--- config.mk ---
export PLATFORM = sky130hd
export DESIGN_NAME = sprite_skip_run_decoder
export DESIGN_NICKNAME = d
export VERILOG_FILES = /design/src/rtl/sprd_pkg.sv /design/src/rtl/sprd_in_stage.sv /design/src/rtl/sprd_core.sv /design/src/rtl/sprite_skip_run_decoder.sv
export SDC_FILE = /design/constraint.sdc
export NUM_CORES = 1
export LEC_CHECK = 0
export BUFFER_PORTS_ARGS = -buffer_cell sky130_fd_sc_hd__buf_2
export CAP_MARGIN = 20
export CORE_MARGIN = 2
export CORE_UTILIZATION = 40
export CTS_BUF_LIST = sky130_fd_sc_hd__clkbuf_8
export DETAILED_ROUTE_END_ITERATION = 10
export PLACE_DENSITY = 0.68
export SYNTH_ARGS = -nofsm -noshare
export SYNTH_HDL_FRONTEND = slang
export SYNTH_SLANG_ARGS = --single-unit
--- constraint.sdc ---
create_clock -name aclk -period 5.3 [get_ports aclk]
set_clock_uncertainty 0.15 [all_clocks]
set_input_delay 0.53 -clock aclk [delete_from_list [all_inputs] [get_ports aclk]]
set_output_delay 0.53 -clock aclk [all_outputs]
set_load 0.05 [all_outputs]
--- src/rtl/sprd_pkg.sv ---
// Shared codes, field widths and word types for the sprite skip-run decoder.
// No dependencies; every rtl file refers to this package by scoped names.
`timescale 1ns / 1ps

package sprd_pkg;

    // Control bytes of the compressed stream
    localparam logic [7:0] CODE_SKIP  = 8'hFE;
    localparam logic [7:0] CODE_END   = 8'hFF;
    localparam logic [7:0] CODE_CLEAR = 8'h00;

    // Field widths of the stream words
    localparam int CODE_W   = 8;
    localparam int PIX_X_W  = 5;
    localparam int PIX_Y_W  = 6;
    localparam int OUT_DATA_W = 24;

    // Skip byte split into whole rows and leftover columns.
    // Canvas width is at least 8, so rows fit in 5 bits; columns are below 64.
    localparam int SKIP_ROWS_W = 5;
    localparam int SKIP_COLS_W = 6;

    // Row sum before saturation: height (<= 64) + skip rows (<= 31) + carry
    localparam int ROW_SUM_W = 8;

    // Fixed-point reciprocal precision for splitting the skip byte
    localparam int RECIP_FRAC_W = 16;

    // One registered input word with its precomputed skip split
    typedef struct packed {
        logic [CODE_W-1:0]      code;
        logic                   last;
        logic [SKIP_ROWS_W-1:0] skip_rows;
        logic [SKIP_COLS_W-1:0] skip_cols;
    } item_t;

endpackage

--- src/rtl/sprd_in_stage.sv ---
// Input register of the sprite skip-run decoder: captures each stream word
// and splits the byte into canvas rows and columns. Depends on sprd_pkg.
`timescale 1ns / 1ps

module sprd_in_stage #(
    parameter int CANVAS_WIDTH = 32
) (
    input  logic                        aclk,
    input  logic                        aresetn,
    input  logic                        s_tvalid,
    output logic                        s_tready,
    input  logic [sprd_pkg::CODE_W-1:0] s_tdata,    // [7:0] code_byte
    input  logic                        s_tlast,    // final_byte
    input  logic                        take,
    output logic                        item_valid,
    output sprd_pkg::item_t             item
);

    // Rounded-up reciprocal; exact quotient for every byte value when width <= 64
    localparam int RECIP   = ((1 << sprd_pkg::RECIP_FRAC_W) + CANVAS_WIDTH - 1) / CANVAS_WIDTH;
    localparam int RECIP_W = sprd_pkg::RECIP_FRAC_W + 1;
    localparam int PROD_W  = sprd_pkg::CODE_W + RECIP_W;

    logic                    valid_reg;
    logic                    valid_next;
    sprd_pkg::item_t         item_reg;
    sprd_pkg::item_t         item_next;
    logic                    s_acc;
    logic [PROD_W-1:0]       recip_prod;
    logic [sprd_pkg::SKIP_ROWS_W-1:0] rows;
    logic [sprd_pkg::CODE_W:0]        rows_times_w;
    logic [sprd_pkg::CODE_W:0]        cols_full;

    // Accept a word whenever the register is empty or drains this cycle
    assign s_tready = !valid_reg || take;
    assign s_acc    = s_tvalid && s_tready;

    // Split the byte: rows = byte / width, cols = byte - rows * width
    always_comb begin
        recip_prod   = PROD_W'(s_tdata) * PROD_W'(RECIP);
        rows         = sprd_pkg::SKIP_ROWS_W'(recip_prod >> sprd_pkg::RECIP_FRAC_W);
        rows_times_w = (sprd_pkg::CODE_W+1)'(rows) * (sprd_pkg::CODE_W+1)'(CANVAS_WIDTH);
        cols_full    = (sprd_pkg::CODE_W+1)'(s_tdata) - rows_times_w;
    end

    always_comb begin
        item_next           = item_reg;
        item_next.code      = s_tdata;
        item_next.last      = s_tlast;
        item_next.skip_rows = rows;
        item_next.skip_cols = sprd_pkg::SKIP_COLS_W'(cols_full);
        valid_next          = valid_reg;
        if (s_acc) begin
            valid_next = 1'b1;
        end else if (take) begin
            valid_next = 1'b0;
        end
    end

    // Clear valid under reset; payload loads on accept only
    always_ff @(posedge aclk) begin
        if (!aresetn) begin
            valid_reg <= 1'b0;
        end else begin
            valid_reg <= valid_next;
        end
    end

    always_ff @(posedge aclk) begin
        if (s_acc) begin
            item_reg <= item_next;
        end
    end

    assign item_valid = valid_reg;
    assign item       = item_reg;

endmodule

--- src/rtl/sprd_core.sv ---
// Frame state and result register of the sprite skip-run decoder: tracks the
// write column and row, forms pixel and terminator words. Depends on sprd_pkg.
`timescale 1ns / 1ps

module sprd_core #(
    parameter int CANVAS_WIDTH  = 32,
    parameter int CANVAS_HEIGHT = 48
) (
    input  logic                            aclk,
    input  logic                            aresetn,
    input  logic                            item_valid,
    input  sprd_pkg::item_t                 item,
    output logic                            take,
    output logic                            m_tvalid,
    input  logic                            m_tready,
    output logic [sprd_pkg::OUT_DATA_W-1:0] m_tdata,
    output logic                            m_tlast,
    output logic [0:0]                      m_tuser
);

    localparam int XW = $clog2(CANVAS_WIDTH);
    localparam int YW = $clog2(CANVAS_HEIGHT + 1);

    // Frame state; row == height (column 0) is the saturated end of canvas
    logic          hdr_reg, hdr_next;
    logic          skip_reg, skip_next;
    logic [XW-1:0] col_reg, col_next;
    logic [YW-1:0] row_reg, row_next;

    // Result register
    logic                            out_valid_reg, out_valid_next;
    logic [sprd_pkg::OUT_DATA_W-1:0] data_reg, data_next;
    logic                            done_reg, done_next;
    logic                            bad_reg, bad_next;

    logic                       emit;
    logic                       is_pixel;
    logic                       at_end;
    logic [XW:0]                col_inc;
    logic [XW:0]                col_sum;
    logic [XW:0]                col_fix;
    logic                       col_carry;
    logic [sprd_pkg::ROW_SUM_W-1:0] row_sum;

    // Advance the word when the result slot is free or drains this cycle
    assign take   = item_valid && (!out_valid_reg || m_tready);
    assign at_end = (row_reg == YW'(CANVAS_HEIGHT));

    // Column arithmetic for advances and skips
    always_comb begin
        col_inc   = {1'b0, col_reg} + (XW+1)'(1);
        col_sum   = {1'b0, col_reg} + (XW+1)'(item.skip_cols);
        col_carry = (col_sum >= (XW+1)'(CANVAS_WIDTH));
        col_fix   = col_carry ? (col_sum - (XW+1)'(CANVAS_WIDTH)) : col_sum;
        row_sum   = sprd_pkg::ROW_SUM_W'(row_reg) + sprd_pkg::ROW_SUM_W'(item.skip_rows)
                  + sprd_pkg::ROW_SUM_W'(col_carry);
    end

    // Decode the byte and step the frame state
    always_comb begin
        hdr_next  = hdr_reg;
        skip_next = skip_reg;
        col_next  = col_reg;
        row_next  = row_reg;
        is_pixel  = 1'b0;
        emit      = 1'b0;

        if (item.last) begin
            hdr_next  = 1'b1;
            skip_next = 1'b0;
            col_next  = '0;
            row_next  = '0;
            emit      = 1'b1;
        end else if (hdr_reg) begin
            hdr_next = 1'b0;
            col_next = '0;
            if (item.code >= sprd_pkg::CODE_W'(CANVAS_HEIGHT)) begin
                row_next = YW'(CANVAS_HEIGHT);
            end else begin
                row_next = YW'(item.code);
            end
        end else if (skip_reg) begin
            skip_next = 1'b0;
            if (row_sum >= sprd_pkg::ROW_SUM_W'(CANVAS_HEIGHT)) begin
                row_next = YW'(CANVAS_HEIGHT);
                col_next = '0;
            end else begin
                row_next = YW'(row_sum);
                col_next = XW'(col_fix);
            end
        end else if (item.code == sprd_pkg::CODE_SKIP) begin
            skip_next = 1'b1;
        end else begin
            // Transparent and pixel bytes both advance one place
            if (item.code != sprd_pkg::CODE_CLEAR) begin
                is_pixel = !at_end;
                emit     = !at_end;
            end
            if (!at_end) begin
                if (col_inc == (XW+1)'(CANVAS_WIDTH)) begin
                    col_next = '0;
                    row_next = row_reg + YW'(1);
                end else begin
                    col_next = XW'(col_inc);
                end
            end
        end
    end

    // Form the result word; clipped pixels never reach here
    always_comb begin
        data_next = data_reg;
        done_next = done_reg;
        bad_next  = bad_reg;
        if (is_pixel) begin
            data_next = {5'b0, item.code,
                         sprd_pkg::PIX_Y_W'(row_reg), sprd_pkg::PIX_X_W'(col_reg)};
            done_next = 1'b0;
            bad_next  = 1'b0;
        end else begin
            data_next = '0;
            done_next = 1'b1;
            bad_next  = (item.code != sprd_pkg::CODE_END);
        end

        out_valid_next = out_valid_reg;
        if (take && emit) begin
            out_valid_next = 1'b1;
        end else if (m_tready) begin
            out_valid_next = 1'b0;
        end
    end

    always_ff @(posedge aclk) begin
        if (!aresetn) begin
            hdr_reg       <= 1'b1;
            skip_reg      <= 1'b0;
            col_reg       <= '0;
            row_reg       <= '0;
            out_valid_reg <= 1'b0;
        end else begin
            out_valid_reg <= out_valid_next;
            if (take) begin
                hdr_reg  <= hdr_next;
                skip_reg <= skip_next;
                col_reg  <= col_next;
                row_reg  <= row_next;
            end
        end
    end

    // Load payload only with a new result
    always_ff @(posedge aclk) begin
        if (take && emit) begin
            data_reg <= data_next;
            done_reg <= done_next;
            bad_reg  <= bad_next;
        end
    end

    assign m_tvalid = out_valid_reg;
    assign m_tdata  = data_reg;
    assign m_tlast  = done_reg;
    assign m_tuser  = bad_reg;

endmodule

--- src/rtl/sprite_skip_run_decoder.sv ---
// Top level of the sprite skip-run decoder: input register plus decode core.
// Depends on sprd_pkg, sprd_in_stage and sprd_core.
//
//   channel   direction  tdata                                   tlast        tuser
//   s_        in         [7:0] code_byte                         final_byte   -
//   m_        out        [4:0] pixel_x [10:5] pixel_y            frame_done   bad_terminator
//                        [18:11] palette_index, [23:19] zero
//
// One byte per cycle while the output is not stalled; an accepted byte passes
// the input register, then the result register, on its way to its result.
// Transparent, skip, header and clipped bytes give no output word.
// Reset (aresetn low, synchronous) empties both registers and expects a header.
// An output stall holds the result word and lets one more byte into the input
// register; s_tready follows m_tready within the same cycle after that.
`timescale 1ns / 1ps

module sprite_skip_run_decoder #(
    parameter int CANVAS_WIDTH  = 32,
    parameter int CANVAS_HEIGHT = 48
) (
    input  logic                            aclk,
    input  logic                            aresetn,
    input  logic                            s_tvalid,
    output logic                            s_tready,
    input  logic [sprd_pkg::CODE_W-1:0]     s_tdata,   // [7:0] code_byte
    input  logic                            s_tlast,   // final_byte
    output logic                            m_tvalid,
    input  logic                            m_tready,
    output logic [sprd_pkg::OUT_DATA_W-1:0] m_tdata,   // [4:0] pixel_x, [10:5] pixel_y,
                                                       // [18:11] palette_index, rest 0
    output logic                            m_tlast,   // frame_done
    output logic [0:0]                      m_tuser    // [0] bad_terminator
);

    logic            item_valid;
    logic            take;
    sprd_pkg::item_t item;

    // Capture words and split skip bytes
    sprd_in_stage #(
        .CANVAS_WIDTH (CANVAS_WIDTH)
    ) u_in (
        .aclk       (aclk),
        .aresetn    (aresetn),
        .s_tvalid   (s_tvalid),
        .s_tready   (s_tready),
        .s_tdata    (s_tdata),
        .s_tlast    (s_tlast),
        .take       (take),
        .item_valid (item_valid),
        .item       (item)
    );

    // Decode and drive results
    sprd_core #(
        .CANVAS_WIDTH  (CANVAS_WIDTH),
        .CANVAS_HEIGHT (CANVAS_HEIGHT)
    ) u_core (
        .aclk       (aclk),
        .aresetn    (aresetn),
        .item_valid (item_valid),
        .item       (item),
        .take       (take),
        .m_tvalid   (m_tvalid),
        .m_tready   (m_tready),
        .m_tdata    (m_tdata),
        .m_tlast    (m_tlast),
        .m_tuser    (m_tuser)
    );

endmodule

==> metrics, run 1 <==
Die H=85.6 um; worst reg2reg setup slack=1970 ps; Bufs on Longest Clock Path=2; # resized after CTS=0; fraction of layout cells with a size suffix above 1=18.3%; fin crit period=3330 ps; cell-internal power=between 600 and 700 uW; WHS=between 200 and 300 ps; Final setup viols=0; min-delay worst type=in -> reg; I/O Pins=41; post-synthesis register bit count=45; Register Area=1200 um^2; post-route antenna net violation count=0; Ys Warns=0; CP Data Arrival Time=3390 ps; DRT iter0 DRCs=205; tightest slew margin relative to the limit=33.0%; first-pass GRT wire length=9.92 mm; status=completed; Power, Total=slightly above 800 uW; CTS Root Buffer Type=clkbuf_8; H-tree depth=2; end of the worst register-to-register path=u_core.col_reg[0]$_SDFFE_PN0P_; sw frac=25.9%; max reg flops=19; commonest non-fill, non-tap cell in the layout=buf_2; most frequent cells in the layout=35 x buf_2, 30 x edfxtp_1, 19 x nor2_1; Avg Inst Size Synth=10.2 um^2; CTS sink cnt=45; gr usage total=17.4%; crit start category=register; Skew-Pair Late Insertion Delay=around 300 ps; CP Max Fanout=11; RSZ-0062 raised after global routing=false; vias per cell=5.70; Synth area leader=edfxtp_1; Fmax=301 MHz; CTS tree=done; DP HPWL=4.33 mm; width of the die=85.6 um; GP Congestion=0.881; num rows=29; DR WL/cell=16.5 um; ys async rst share=0%; die area=between 7000 and 8000 um^2; pin count of the biggest net entering global routing=23; Vias=~2100; Clock Pin Slew Worst Setup and Hold Paths=90 ps; reg2reg path depth=8; dpl ws=2080 ps; fin. max-slew vios=0; final wirelength=6.06 mm; fillers=598; reg2reg start=u_in.item[17]$_DFFE_PP_; diode count=0; Gate power share=between 10 and 15%; HP Start=s_tdata[3]; # port buffers=35; crit share post-route=about 63%; Syn Inst Count=262; Seq/Total Area, Yosys=45.2%; Starting Density=41.7%; Multi-input gate area=1320 um^2; antenna violations before repair=0; Worst Setup Path Type=reg -> reg; area share of the largest cell type after synthesis=33.9%; final hold vios=0; Final WS setup=1970 ps; Post-synth EDFFs=30; Worst setup EP type=register; Congestion Overflow GR=0; vias in the first global route=1964; TritonCTS Buffers=5; Synth cell types=56; maximum VDD drop=152 uV; # hold bufs at CTS=0; Core Area=6390 um^2; mapped cell area=~2700 um^2; sequential share of power=49.3%; Post-DP Area=about 2800 um^2; worst hold stages=1; leak pwr=1.18 nW; max-cap viol count=0; Req. time, crit path=around 5400 ps; DRC Markers=0; PwrDens=275 nW/um^2; TNS Setup=0 ps; DRT Pass-1 Iters=4; final net count=approximately 320; final instance area=around 3000 um^2; Worst Max-Slew Pin Slew=1000 ps; Clock power frac=37.8%; Synth area leaders=edfxtp_1 34%, dfxtp_1 11%, ha_1 6.1%; P&R area growth vs syn=11.9%; hold path endpoint=u_in.item[3]$_DFFE_PP_; Most used DFF post-synth=edfxtp_1; postcts setup bufs=0; sw power=212 uW
## how the worst max path moves through the flow
stage / cells after the start / to / from / slack, ps
after global placement: 8 / u_core.col_reg[0]$_SDFFE_PN0P_ / u_in.item[17]$_DFFE_PP_ / 2170
after CTS: 8 / u_core.col_reg[0]$_SDFFE_PN0P_ / u_in.item[17]$_DFFE_PP_ / 1990
after global routing: 13 / u_core.col_reg[0]$_SDFFE_PN0P_ / u_in.item[1]$_DFFE_PP_ / 1740
after floorplan: 14 / u_core.col_reg[0]$_SDFFE_PN0P_ / u_in.item[1]$_DFFE_PP_ / 2400
after detailed placement: 8 / u_core.col_reg[0]$_SDFFE_PN0P_ / u_in.item[17]$_DFFE_PP_ / 2080
final: 8 / u_core.col_reg[0]$_SDFFE_PN0P_ / u_in.item[17]$_DFFE_PP_ / 1970
## layer usage
| metal | share of wire, % | global-route usage (%) |
|---|---|---|
| met5 | 0 | 0 |
| met4 | 1.4 | 5.63 |
| met3 | 4.2 | 2.69 |
| met2 | 50 | 28.6 |
| met1 | 45 | 23.6 |
## critical path: stages, from the launching register on
cell       delay, ps
edfxtp_1         470
ha_1             270
fa_1             420
xor2_1           390
nand3_1          180
o211a_1          270
nor4_4           580
o2111ai_1        190
a311oi_1         320
## area by class of cell
class,instances,share of cell area [%]
repair buffers,37,6.39
multi-input cells,190,44.2
flip-flops and latches,45,40.4
inverters,10,1.26
clock buffers,5,2.31
well taps,77,3.24
clock inverters,3,2.19
## stage by stage
stage	utilization, %	std cells
floorplan	-	266
global placement	44.5	359
detailed placement	44.5	359
CTS	46.6	367
global route	46.6	367
finish	46.6	367
## Yosys cell counts, types with 2 or more instances
library cell  instances
nand4_1               3
or2_1                 2
clkbuf_1              8
dfxtp_1              15
o211a_1               2
edfxtp_1             30
o21ai_0              13
buf_1                 2
nand2b_1              4
buf_6                 3
o21a_1                2
o211ai_1              3
inv_1                10
nor4_1                4
nand3_1              12
and2_1               16
a21o_1                6
nor2b_1               5
fa_1                  2
nor2_1               19
nor3_1                5
nand2_1              11
and3_1                2
a31oi_1               5
xor2_1                2
xnor2_1               7
o2111ai_1             8
buf_4                 6
ha_1                 13
a32oi_1               3
a21oi_1              14
## power by group through the flow
stage	clock [mW]	combinational, mW	sequential, mW
6_report	0.310	0.106	0.404
5_1_grt	0.328	0.114	0.406
4_1_cts	0.312	0.105	0.404
3_5_place_dp	0	0.104	0.412
3_3_place_gp	0	0.103	0.412
2_1_floorplan	0	0.0760	0.418
## kinds of logic after synthesis
group	synth area share, %
fa+ha+maj	7.62
xor+xnor	2.96
flops	45.2
simple gates	19.1
buf+inv	6.16
mux	0.376
other cells	0.141
compound gates	18.4
Power figures use the tool's default switching activity.
==> inputs of run 2 (changes only) <==
- ABC_AREA: default -> 1
- PLACE_DENSITY: 0.68 -> 0.67
- clock period: 5.3 -> 3.1 ns (I/O delays scaled with it)
==> metrics, run 2 <==
commonest non-fill, non-tap cell in the layout=nand2_1; Worst Setup Path Type=reg -> reg; maximum VDD drop=198 uV (+30%); antenna violations before repair=0 (unchanged); diode count=0 (unchanged); status=completed; post-route antenna net violation count=0 (unchanged); reg2reg path depth=18 (+10); vias per cell=5.04 (-12%); CP Max Fanout=8 (-3); worst hold stages=1 (unchanged); Ys Warns=0 (unchanged); min-delay worst type=in -> reg; Die H=86.7 um (+1.4%); Vias=2322 (+11%); CTS sink cnt=45 (unchanged); Synth area leaders=edfxtp_1 33%, dfxtp_1 11%, nand2_1 9.3%; synth cell count leaders=68 x nand2_1, 43 x inv_1, 39 x nor2_1; Core Area=6720 um^2 (+5.2%); gr usage total=16.8% (-0.63 points); worst reg2reg setup slack=220 ps (-1750 ps); Syn Inst Count=338 (+29%); die area=7520 um^2 (+2.8%); mapped cell area=2740 um^2 (+3.0%); fin crit period=2880 ps (-446 ps); most frequent cells in the layout=68 x nand2_1, 43 x inv_1, 39 x nor2_1; P&R area growth vs syn=13.9%; leak pwr=1.32 nW (+12%); most frequent cell after synthesis=nand2_1; DP HPWL=4.64 mm (+7.1%); Most used DFF post-synth=edfxtp_1; vias in the first global route=2047 (+4.2%); crit start category=register; final wirelength=6.05 mm (-0.21%); PwrDens=415 nW/um^2 (+51%); max reg flops=19 (unchanged); HP Start=s_tdata[6]; Avg Inst Size Synth=8.10 um^2 (-20%); H-tree depth=2 (unchanged); TNS Setup=0 ps (unchanged); DRC Markers=0 (unchanged); Starting Density=40.8% (-0.89 points); post-synthesis register bit count=45 (unchanged); pin count of the biggest net entering global routing=23 (unchanged); Synth cell types=34 (-39%); final net count=408 (+29%); first-pass GRT wire length=9.95 mm (+0.27%); hold path endpoint=u_in.item[18]$_DFFE_PP_; Skew-Pair Late Insertion Delay=300 ps (about the same); Clock Pin Slew Worst Setup and Hold Paths=90 ps (about the same); DRT Pass-1 Iters=4 (unchanged); crit share post-route=92.9% (+30 points); DR WL/cell=13.1 um (-21%); reg2reg start=u_in.item[2]$_DFFE_PP_; WHS=22.6 ps (-227 ps); Worst Max-Slew Pin Slew=558 ps (-447 ps); Post-synth EDFFs=30 (unchanged); width of the die=86.7 um (+1.4%); Congestion Overflow GR=0 (unchanged); fin. max-slew vios=0 (unchanged); Bufs on Longest Clock Path=2 (unchanged); CTS tree=done; end of the worst register-to-register path=u_core.col_reg[1]$_SDFFE_PN0P_; # port buffers=35 (unchanged); Seq/Total Area, Yosys=43.9% (-1.3 points); Final setup viols=0 (unchanged); RSZ-0062 raised after global routing=false; tightest slew margin relative to the limit=62.8% (+30 points); TritonCTS Buffers=5 (unchanged); # hold bufs at CTS=0 (unchanged); GP Congestion=0.960 (+9.1%); num rows=30 (+3.4%); Synth area leader=edfxtp_1; I/O Pins=41 (unchanged); Worst setup EP type=register; area share of the largest cell type after synthesis=32.9% (-0.97 points); Req. time, crit path=3180 ps (-2190 ps); CTS Root Buffer Type=clkbuf_8; final hold vios=0 (unchanged); Fmax=347 MHz (+15%); fraction of layout cells with a size suffix above 1=21.5% (+3.2 points); ys async rst share=0% (unchanged); max-cap viol count=0 (unchanged); DRT iter0 DRCs=200 (-2.4%); CP Data Arrival Time=2960 ps (-430 ps)
run 2: changes by cell type after synthesis, sizes merged, moves of 11 or more:
cell / previous run / this run
a21oi: 14 / 25
nand3: 12 / 32
and2: 17 / 0
inv: 10 / 49
nor2: 19 / 41
nand2: 11 / 77
run 2: through the flow:
| stage | area, um^2 | cells | util, % | total power [mW] | setup WS [ps] |
|---|---|---|---|---|---|
| 2_1_floorplan | 2750 | 342 | - | 0.873 | 150 |
| 3_5_place_dp | 2980 | 450 | 44.3 | 0.923 | 40.8 |
| 6_report | 3120 | 461 | 46.4 | 1.29 | 220 |
| 5_1_grt | 3120 | 461 | 46.4 | 1.35 | 6.84 |
| 4_1_cts | 3070 | 458 | 45.6 | 1.29 | 26.9 |
| 3_3_place_gp | 2980 | 450 | 44.3 | 0.921 | 167 |
run 2: repair_timing:
action	CTS	global route
buffers inserted	0	2
setup endpoints to repair	0	11
gates resized for setup	0	5
endpoints found under the hold margin	0	0
run 2: logic make-up after synthesis:
family / Yosys count / synth area share, %
adder cells (fa/ha/maj): 15 / 7.40
other: 1 / 0.137
AO/OA/AOI/OAI: 46 / 9.27
AND/OR/NAND/NOR: 166 / 28.2
flip-flops: 45 / 43.9
buffers and inverters: 62 / 10.1
XOR/XNOR: 3 / 0.960
run 2: critical path: stages, from the launching register on:
cell and delay [ps]:
edfxtp_1 440, ha_4 280, nand2_1 70, nand2_1 60, a31oi_2 170, o21ai_1 80, a21o_1 150, ha_1 210
ha_1 210, inv_1 90, nor2_4 50, nand3_2 80, nor2_2 40, a21oi_2 220, buf_6 170, nand3_1 80
nand2_1 70, nand2_1 50, a21oi_1 110
run 2: cell type report:
| class | instances | area (um^2) |
|---|---|---|
| Clock buffer | 5 | 68.8 |
| Tap cell | 80 | 100 |
| Timing Repair Buffer | 42 | 239 |
| Multi-Input combinational cell | 235 | 1300 |
| Clock inverter | 3 | 21.3 |
| Sequential cell | 45 | 1200 |
| Fill cell | 627 | 3600 |
| Inverter | 51 | 191 |
run 2: metal layers:
layer,global-route usage [%],vias to the layer above,routed length (um),share of wire [%]
li1,-,1188,-,-
met4,5.40,0,130,2.1
met1,25.5,1027,2970,49
met3,2.57,11,378,6.3
met5,0,-,0,0
met2,24.3,96,2570,43
run 2: power breakdown:
part | internal [mW] | switching (mW) | total [mW]
combinational | 0.0626 | 0.165 | 0.228
clock | 0.160 | 0.216 | 0.377
sequential | 0.667 | 0.0225 | 0.689
run 2: worst max-delay path by stage:
stage	startpoint	end	slack, ps	cells past startpoint
global route	u_in.item[2]$_DFFE_PP_	u_core.row_reg[0]$_SDFFE_PN0P_	7	18
CTS	u_in.item[2]$_DFFE_PP_	u_core.col_reg[1]$_SDFFE_PN0P_	30	18
global placement	u_in.item[2]$_DFFE_PP_	u_core.col_reg[1]$_SDFFE_PN0P_	170	18
detailed placement	u_in.item[2]$_DFFE_PP_	u_core.col_reg[1]$_SDFFE_PN0P_	40	18
finish	u_in.item[2]$_DFFE_PP_	u_core.col_reg[1]$_SDFFE_PN0P_	220	18
floorplan	u_core.row_reg[1]$_SDFFE_PN0P_	u_core.m_tdata[0]$_SDFFCE_PN0P_	150	5
==> inputs of run 3 (changes only) <==
- GPL_TIMING_DRIVEN: default -> 0
- clock period: 3.1 -> 3.2 ns (I/O delays scaled with it)
==> metrics, run 3 (synthesis results as in run 2) <==
# hold bufs at CTS=0 (unchanged); Power, Total=1.27 mW (-2.1%); Worst Max-Slew Pin Slew=525 ps (-33.2 ps); post-route insts no fill=467 (+1.3%); num rows=30 (unchanged); DR WL/cell=12.5 um (-4.5%); fin crit period=2950 ps (+70.4 ps); most frequent cells in the layout=68 x nand2_1, 43 x inv_1, 39 x nor2_1; final hold vios=0 (unchanged); fin. max-slew vios=0 (unchanged); leak pwr=1.35 nW (+2.4%); TritonCTS Buffers=5 (unchanged); CTS sink cnt=45 (unchanged); fraction of layout cells with a size suffix above 1=22.5% (+0.96 points); tightest slew margin relative to the limit=65.0% (+2.2 points); min-delay worst type=in -> reg; post-route antenna net violation count=0 (unchanged); Worst setup EP type=register; vias per cell=4.98 (-1.1%); die area=7520 um^2 (unchanged); CP Data Arrival Time=3040 ps (+80 ps); crit share post-route=92.2% (-0.70 points); CP Max Fanout=10 (+2); maximum VDD drop=176 uV (-11%); WHS=22.1 ps (-0.510 ps); diode count=0 (unchanged); final net count=414 (+1.5%); DRT iter0 DRCs=206 (+3.0%); DRC Markers=0 (unchanged); DP HPWL=4.62 mm (-0.44%); status=completed; final wirelength=5.85 mm (-3.2%); antenna violations before repair=0 (unchanged); GP Congestion=0.860 (-10%); first-pass GRT wire length=9.94 mm (about the same); vias in the first global route=2096 (+2.4%); Req. time, crit path=3290 ps (+110 ps); gr usage total=16.9% (+0.087 points); Final setup viols=0 (unchanged); I/O Pins=41 (unchanged); Bufs on Longest Clock Path=2 (unchanged); TNS Setup=0 ps (unchanged); Congestion Overflow GR=0 (unchanged); Worst Setup Path Type=reg -> reg; Vias=2326 (+0.17%); Die H=86.7 um (unchanged); CTS tree=done; Starting Density=40.8% (unchanged); width of the die=86.7 um (unchanged); CTS Root Buffer Type=clkbuf_8; crit start category=register; Skew-Pair Late Insertion Delay=310 ps (about the same); # port buffers=35 (unchanged); max-cap viol count=0 (unchanged); max reg flops=19 (unchanged); pin count of the biggest net entering global routing=17 (-26%); H-tree depth=2 (unchanged); Core Area=6720 um^2 (unchanged); PwrDens=400 nW/um^2 (-3.6%); cell total after placement=458 (+1.8%); Fmax=339 MHz (-2.4%); RSZ-0062 raised after global routing=false; Clock Pin Slew Worst Setup and Hold Paths=100 ps (about the same); commonest non-fill, non-tap cell in the layout=nand2_1; P&R area growth vs syn=15.7%; DRT Pass-1 Iters=4 (unchanged)
==> run 3: cell count changes in the layout (fill, tap and decap cells not counted) <==
cell,before,now
o21ai_0,13,14
dfxtp_1,14,15
buf_6,1,3
clkinv_4,0,1
clkinv_2,1,0
o21ai_1,1,0
buf_4,5,6
dfxtp_2,1,0
buf_2,35,38
==> run 3: layout make-up <==
cell class                 instances  area [um^2]
inverter                          51          191
clock buffer                       5         68.8
fill                             657         3550
multi-input combinational        235         1300
timing repair buffer              37          198
tap                               80          100
buffer                            11         86.3
sequential                        45         1200
clock inverter                     3         25.0
==> run 3: power breakdown <==
group	total (mW)	switching [mW]	internal [mW]	leakage, nW
registers	0.667	0.0213	0.646	0.398
clock network	0.376	0.218	0.158	0.0447
logic	0.223	0.158	0.0650	0.906
total	1.27	0.397	0.869	1.35
==> run 3: final timing paths <==
check             cells past startpoint                        endpoint                      startpoint  slack (ps)
setup / recovery                     18  u_core.col_reg[3]$_SDFFE_PN0P_          u_in.item[2]$_DFFE_PP_         250
hold / removal                        1          u_in.item[4]$_DFFE_PP_                      s_tdata[4]          20
setup reg to reg                     18  u_core.col_reg[3]$_SDFFE_PN0P_          u_in.item[2]$_DFFE_PP_         250
hold reg to reg                       2  u_core.col_reg[4]$_SDFFE_PN0P_  u_core.col_reg[4]$_SDFFE_PN0P_         350
==> run 3: routing by layer <==
metal	share of wire (%)	track usage, %
met5	0	0
met4	1.8	6.39
met3	5.7	3.81
met2	44	24.5
met1	49	24.3
==> run 3: metrics by stage <==
stage / instance area [um^2] / setup slack (ps) / util (%)
6_report: 3170 / 249 / 47.2
5_1_grt: 3170 / 49.7 / 47.2
4_1_cts: 3140 / 81.1 / 46.8
3_5_place_dp: 3050 / 108 / 45.4
3_3_place_gp: 3030 / -530 / 45.1
2_1_floorplan: 2750 / 250 / -
==> run 3: repair_timing <==
action,4_1_cts,5_1_grt
setup endpoints to repair,0,11
resized for setup,0,2
buffers inserted,0,1
==> run 3: worst max-delay path: stages (launching register included) <==
cell and delay [ps]:
edfxtp_1 470, ha_4 290, nand2_1 60, nand2_1 50
a31oi_2 170, o21ai_0 120, a21o_1 190, ha_1 220
ha_1 220, inv_1 100, nor2_4 60, nand3_2 80
nor2_2 40, a21oi_2 160, buf_6 160, nand3_1 80
nand2_1 70, nand2_1 50, a21oi_1 120
